[config.mk]
export PLATFORM = sky130hd
export DESIGN_NAME = stepper_step_dir_pulse_generator_top
export DESIGN_NICKNAME = d
export VERILOG_FILES = /design/src/design/stpgen_pkg.sv /design/src/design/stepper_step_dir_pulse_generator_top.sv
export SDC_FILE = /design/constraint.sdc
export NUM_CORES = 1
export LEC_CHECK = 0
export ABC_AREA = 1
export ABC_CLOCK_PERIOD_IN_PS = 8000
export BUFFER_PORTS_ARGS = -buffer_cell sky130_fd_sc_hd__buf_2
export CAP_MARGIN = 20
export CORE_UTILIZATION = 50
export CTS_BUF_LIST = sky130_fd_sc_hd__clkbuf_16
export CTS_CLUSTER_DIAMETER = 50
export DETAILED_ROUTE_END_ITERATION = 12
export HOLD_SLACK_MARGIN = 0.08
export PLACE_DENSITY_LB_ADDON = 0.12
export SYNTH_ARGS = -nofsm -noshare
export SYNTH_HDL_FRONTEND = slang
export SYNTH_SLANG_ARGS = --single-unit
[constraint.sdc]
create_clock -name clk_i -period 8 [get_ports clk_i]
set_input_delay 0.8 -clock clk_i [delete_from_list [all_inputs] [get_ports clk_i]]
set_output_delay 0.8 -clock clk_i [all_outputs]
set_load 0.05 [all_outputs]
[src/design/stpgen_pkg.sv]
`timescale 1ns / 1ps
package stpgen_pkg;

  // Register indexes on the configuration port
  localparam logic [1:0] REG_MIN_DELAY  = 2'd0;
  localparam logic [1:0] REG_MAX_DELAY  = 2'd1;
  localparam logic [1:0] REG_WAKE_DELAY = 2'd2;

  // Register reset values
  localparam logic [15:0] MIN_DELAY_RST  = 16'd1;
  localparam logic [15:0] MAX_DELAY_RST  = 16'd100;
  localparam logic [7:0]  WAKE_DELAY_RST = 8'd1;

  // Direction codes of a motion command
  localparam logic [1:0] DIR_STOP = 2'd0;
  localparam logic [1:0] DIR_CW   = 2'd1;

  // Full speed in percent
  localparam logic [6:0] SPEED_FULL = 7'd100;

  // Divide by 100 as multiply by ceil(2^30 / 100), exact for products below 2^23
  localparam int unsigned RECIP_SHIFT = 30;
  localparam logic [23:0] RECIP_100   = 24'd10737419;

  // Result bit positions inside the output tdata byte
  localparam int unsigned RES_STEP  = 0;
  localparam int unsigned RES_DIR   = 1;
  localparam int unsigned RES_SLEEP = 2;
  localparam int unsigned RES_RUN   = 3;
  localparam int unsigned RES_FAULT = 4;
  localparam int unsigned RES_DONE  = 5;

  // One result item
  typedef struct packed {
    logic count_done;
    logic fault_stop;
    logic running;
    logic sleep_n;
    logic dir_level;
    logic step_pulse;
  } result_t;

endpackage

[src/design/stepper_step_dir_pulse_generator_top.sv]
`timescale 1ns / 1ps
// Output: a result is held in the output register, valid from the cycle after its item is accepted.
// Throughput: ticks and stop commands one per cycle unless the result side stalls; a run
// command holds off further items while the interval multiplier pipeline
// (range times speed, then reciprocal of 100) produces the new step interval.
// Reset: asynchronous, active low; clears all control state and loads register defaults.
module stepper_step_dir_pulse_generator_top (
  input  logic        clk_i,
  input  logic        rst_ni,
  // configuration write port
  input  logic        cfg_we_i,
  input  logic [1:0]  cfg_addr_i,
  input  logic [15:0] cfg_wdata_i,
  // request side
  input  logic        s_axis_tvalid_i,
  output logic        s_axis_tready_o,
  input  logic [31:0] s_axis_tdata_i,  // direction, speed, step_count, fault_n, pad
  input  logic        s_axis_tuser_i,  // func
  // result side
  output logic        m_axis_tvalid_o,
  input  logic        m_axis_tready_i,
  output logic [7:0]  m_axis_tdata_o   // step_pulse, dir_level, sleep_n, running,
                                       // fault_stop, count_done, pad
);

  // Configuration registers
  logic [15:0] min_q, max_q;
  logic [7:0]  wake_q;

  // Motion state
  logic        running_q, running_d;
  logic        skip_q, skip_d;
  logic        dir_q, dir_d;
  logic        awake_q, awake_d;
  logic        finite_q, finite_d;
  logic [15:0] wait_q, wait_d;
  logic [15:0] steps_q, steps_d;
  logic [15:0] interval_q;

  // Interval pipeline
  logic [1:0]  pend_q;
  logic [22:0] prod_q;
  logic [15:0] range;
  logic [6:0]  speed_c;
  logic [6:0]  speed_k;
  logic [46:0] recip_prod;
  logic [15:0] interval_new;

  // Output register
  logic                   out_valid_q;
  stpgen_pkg::result_t    out_q;
  stpgen_pkg::result_t    res;

  // Request fields
  logic        in_acc;
  logic        run_cmd;
  logic        func;
  logic [1:0]  direction;
  logic [6:0]  speed;
  logic [15:0] count;
  logic        fault_n;
  logic [15:0] steps_dec;

  assign func      = s_axis_tuser_i;
  assign direction = s_axis_tdata_i[1:0];
  assign speed     = s_axis_tdata_i[8:2];
  assign count     = s_axis_tdata_i[24:9];
  assign fault_n   = s_axis_tdata_i[25];

  // Accept when the output slot frees up and no interval is in flight
  assign s_axis_tready_o = (pend_q == 2'b00) && (!out_valid_q || m_axis_tready_i);
  assign in_acc          = s_axis_tvalid_i && s_axis_tready_o;
  assign run_cmd         = in_acc && !func && (direction != stpgen_pkg::DIR_STOP) &&
                           (speed != 7'd0);

  // Configuration writes
  always_ff @(posedge clk_i or negedge rst_ni) begin
    if (!rst_ni) begin
      min_q  <= stpgen_pkg::MIN_DELAY_RST;
      max_q  <= stpgen_pkg::MAX_DELAY_RST;
      wake_q <= stpgen_pkg::WAKE_DELAY_RST;
    end else if (cfg_we_i) begin
      unique case (cfg_addr_i)
        stpgen_pkg::REG_MIN_DELAY:  min_q  <= cfg_wdata_i;
        stpgen_pkg::REG_MAX_DELAY:  max_q  <= cfg_wdata_i;
        stpgen_pkg::REG_WAKE_DELAY: wake_q <= cfg_wdata_i[7:0];
        default: ;
      endcase
    end
  end

  // Stage one of the interval: saturated range times speed complement
  always_comb begin
    range   = (max_q > min_q) ? (max_q - min_q) : 16'd0;
    speed_c = (speed > stpgen_pkg::SPEED_FULL) ? stpgen_pkg::SPEED_FULL : speed;
    speed_k = stpgen_pkg::SPEED_FULL - speed_c;
  end

  // Stage two: divide by 100 through the reciprocal, then add the minimum
  assign recip_prod   = 47'(prod_q) * 47'(stpgen_pkg::RECIP_100);
  assign interval_new = min_q + recip_prod[stpgen_pkg::RECIP_SHIFT +: 16];

  // Hold the product of a run command; the user must keep configuration put meanwhile (not enforced)
  always_ff @(posedge clk_i) begin
    if (run_cmd) begin
      prod_q <= 23'(range) * 23'(speed_k);
    end
  end

  always_ff @(posedge clk_i or negedge rst_ni) begin
    if (!rst_ni) begin
      pend_q     <= 2'b00;
      interval_q <= 16'd0;
    end else begin
      pend_q <= {pend_q[0], run_cmd};
      if (pend_q[1]) begin
        interval_q <= interval_new;
      end
    end
  end

  // Next motion state and result of the accepted request
  always_comb begin
    running_d = running_q;
    skip_d    = skip_q;
    dir_d     = dir_q;
    awake_d   = awake_q;
    finite_d  = finite_q;
    wait_d    = wait_q;
    steps_d   = steps_q;
    steps_dec = (steps_q != 16'd0) ? (steps_q - 16'd1) : 16'd0;
    res       = '0;
    if (in_acc) begin
      if (!func) begin
        if ((direction == stpgen_pkg::DIR_STOP) || (speed == 7'd0)) begin
          running_d = 1'b0;
          awake_d   = 1'b0;
        end else begin
          if (!running_q) begin
            awake_d   = 1'b1;
            running_d = 1'b1;
            skip_d    = 1'b1;
            wait_d    = {8'd0, wake_q};
          end
          dir_d    = (direction == stpgen_pkg::DIR_CW);
          steps_d  = count;
          finite_d = (count != 16'd0);
        end
      end else if (running_q) begin
        if (wait_q > 16'd1) begin
          // count down toward the next step
          wait_d = wait_q - 16'd1;
        end else if (skip_q || fault_n) begin
          // step now and reload the wait
          skip_d         = 1'b0;
          res.step_pulse = 1'b1;
          wait_d         = interval_q;
          if (finite_q) begin
            steps_d = steps_dec;
            if (steps_dec == 16'd0) begin
              running_d      = 1'b0;
              awake_d        = 1'b0;
              res.count_done = 1'b1;
            end
          end
        end else begin
          // fault at step time: stop and sleep
          running_d      = 1'b0;
          awake_d        = 1'b0;
          res.fault_stop = 1'b1;
        end
      end
    end
    res.dir_level = dir_d;
    res.sleep_n   = awake_d;
    res.running   = running_d;
  end

  // Motion state registers
  always_ff @(posedge clk_i or negedge rst_ni) begin
    if (!rst_ni) begin
      running_q <= 1'b0;
      skip_q    <= 1'b0;
      dir_q     <= 1'b0;
      awake_q   <= 1'b0;
      finite_q  <= 1'b0;
      wait_q    <= 16'd0;
      steps_q   <= 16'd0;
    end else begin
      running_q <= running_d;
      skip_q    <= skip_d;
      dir_q     <= dir_d;
      awake_q   <= awake_d;
      finite_q  <= finite_d;
      wait_q    <= wait_d;
      steps_q   <= steps_d;
    end
  end

  // Output register
  always_ff @(posedge clk_i or negedge rst_ni) begin
    if (!rst_ni) begin
      out_valid_q <= 1'b0;
    end else begin
      out_valid_q <= in_acc || (out_valid_q && !m_axis_tready_i);
    end
  end

  always_ff @(posedge clk_i) begin
    if (in_acc) begin
      out_q <= res;
    end
  end

  assign m_axis_tvalid_o = out_valid_q;
  assign m_axis_tdata_o  = {2'b00, out_q};

endmodule

==> metrics <==
status=finished clean; TNS Setup=0 ps; buffer and inverter count on the worst path=10; Reg clk slew, reported paths=60 ps; most frequent cells in the layout=inv_1 (549), nand2_1 (465), ha_1 (315), fa_1 (261), nor2_1 (161); Die H=206 µm; fillers=3,937; root buffer cell=clkbuf_16; Synth area leader=fa_1; most frequent CP cell=inv_1; initial antenna violation count=0; Slew Limit Fails=0; worst reg2reg startpoint=prod_q[5]; TritonCTS buffer count=17; Setup Skew=14.9 ps; Hold Violations, Final=0; maximum clock insertion buffer count=2; FF+latch area=3280 µm²; post-synthesis adder-cell area fraction=44.3%; register bit total from synthesis=125; sequential area share after synthesis=15.8%; RSZ-0062 raised after global routing=no; IO Port Bufs=57; CP max stage cell=fa_1; Initial Utilization=50.8%; asr flop ratio synth=76.8%; DRC Markers=0; max_cap viols=0; diode count=0; Hold Path Class=in2async; post-synthesis cell type count=53; kind of critical path=reg2reg; Hold Slack=255 ps; Simple-Gate Fraction of Synth Area=16.7%; Area contributors post-synth=fa_1 (25%), ha_1 (19%), dfrtp_1 (11%); clock latency on the worst-skew pair=440 ps; worst path required time=8320 ps; Wirelength per Cell=17.5 µm; Rel. slew slack=35.2%; Slew @ Worst Pin=970 ps; num ports=66; Most used DFF post-synth=dfrtp_1; Crit. Startpoint=prod_q[5]; nets=3,228; layout cells sized above 1=6.21%; commonest non-fill, non-tap cell in the layout=inv_1; Synth Area in Compound Gates=9.71%; multiplexer share of the synthesized area=0%; largest net degree at the start of global routing=75; endpoints failing setup=0; share of the synthesized area in the top cell type=25.3%; Die ar.=42,400 µm²; R2R setup slack=530 ps; DR vias/cell=5.31; gr usage total=27.6%; H-tree Lvls=4; largest family of logic cells by synthesized area=adder cells; critical path peak fanout=4; Initial DRC Count=1,049; Multi-input gate area=15,300 µm²; kind of cell adding the most delay to the critical path=adder cells; r2r endpoint=interval_q[14]; mapped cell area=20,800 µm²; WP data arrival=7790 ps; antenna-violating nets left=0; CTS tree=built; period utilization=93.4%; Fmax=0.134 GHz; Routability Congestion=0.917; # clock sinks=125; grt ovf=0; FP Rows=74; number of global-route vias before repair=17.2k; CP max stage delay=530 ps; Die Width=206 µm; synthesis-to-layout area growth=7.65%; dpl hpwl=48.1 mm; warning count from the yosys run=0; Vias=16.7k; Worst Setup Start Kind=flip-flop; Setup crit end kind=flip-flop; DRT Pass-1 Iters=5; core area=40,900 µm²; hold buffers post-CTS=0; xor and xnor area share after synthesis=2.61%; fin crit period=7470 ps; Routed Wire Length=55.0 mm; global-route wire length before repair=89.3 mm; EDFF count, synth=29; Post-Syn Instances=2,531; syn_area_per_cell=8.22 µm²; Worst Reg2Reg Path Length in Cells=37
-- final cells by class --
class / count / area share (%)
timing repair buffer: 78 / 2.13
clock buffer: 18 / 2.01
sequential: 125 / 14.6
inverter: 558 / 9.37
multi-input combinational: 1814 / 68.1
clock inverter: 14 / 0.732
tap: 532 / 2.97
-- logic make-up (layout without fill, tap and decap cells) --
family | count (synthesis) | in the layout
and+or+nand+nor | 822 | 822
buffers and inverters | 593 | 668
adders and majority gates | 578 | 578
AOI/OAI and AO/OA | 350 | 350
DFF | 125 | 125
xor gates and xnor gates | 62 | 62
other | 1 | 2
-- layer usage --
layer  vias to the layer above  wire (µm)  global-route usage, %  part of all wire [%]
met5                         -          0                      0                     0
met1                      8098      24800                   37.2                    45
met2                       330      26300                   46.0                    48
li1                       8159          -                      -                     -
met3                        74       2360                   3.36                   4.3
met4                         0       1570                   8.88                   2.8
-- timing repair --
item	in CTS	in global routing
setup endpoints to repair	0	3
gates resized for setup	0	4
setup buffers	0	8
-- Yosys cell counts, types with 22 or more instances --
cell / instances
a21oi_1: 101
dfrtp_1: 91
edfxtp_1: 29
fa_1: 263
ha_1: 315
inv_1: 548
nand2_1: 465
nand3_1: 92
nand4_1: 22
nor2_1: 161
nor3_1: 37
o21ai_0: 130
xor2_1: 41
-- state kept, by name, summed over array words and instances (netlist names) --
register and cells:
prod_q 23, interval_q 16, max_q 16, min_q 16
steps_q 16, wait_q 16, wake_q 8, m_axis_tdata_o 6
pend_q 2, awake_q 1, dir_q 1, finite_q 1
m_axis_tvalid_o 1, running_q 1, skip_q 1
-- worst max path at each step --
| stage | end | slack [ps] | depth (start not counted) |
|---|---|---|---|
| after global routing | interval_q[14] | 6 | 34 |
| final | interval_q[14] | 530 | 37 |
| after detailed placement | interval_q[14] | 330 | 32 |
| after CTS | interval_q[14] | 310 | 32 |
| after global placement | interval_q[14] | 420 | 36 |
| after floorplan | interval_q[14] | 1260 | 36 |
-- metrics by stage --
stage / util [%] / instances / worst slack [ps] / cell area, µm²
2_1_floorplan: - / 2532 / 1260 / 20800
3_3_place_gp: 52.9 / 3096 / 416 / 21700
3_5_place_dp: 52.9 / 3097 / 333 / 21700
4_1_cts: 54.4 / 3129 / 313 / 22300
5_1_grt: 54.7 / 3139 / 6.24 / 22400
6_report: 54.7 / 3139 / 530 / 22400
Power is not shown: default switching activity piles up to over one toggle a cycle in this logic, so the estimate is an artifact.
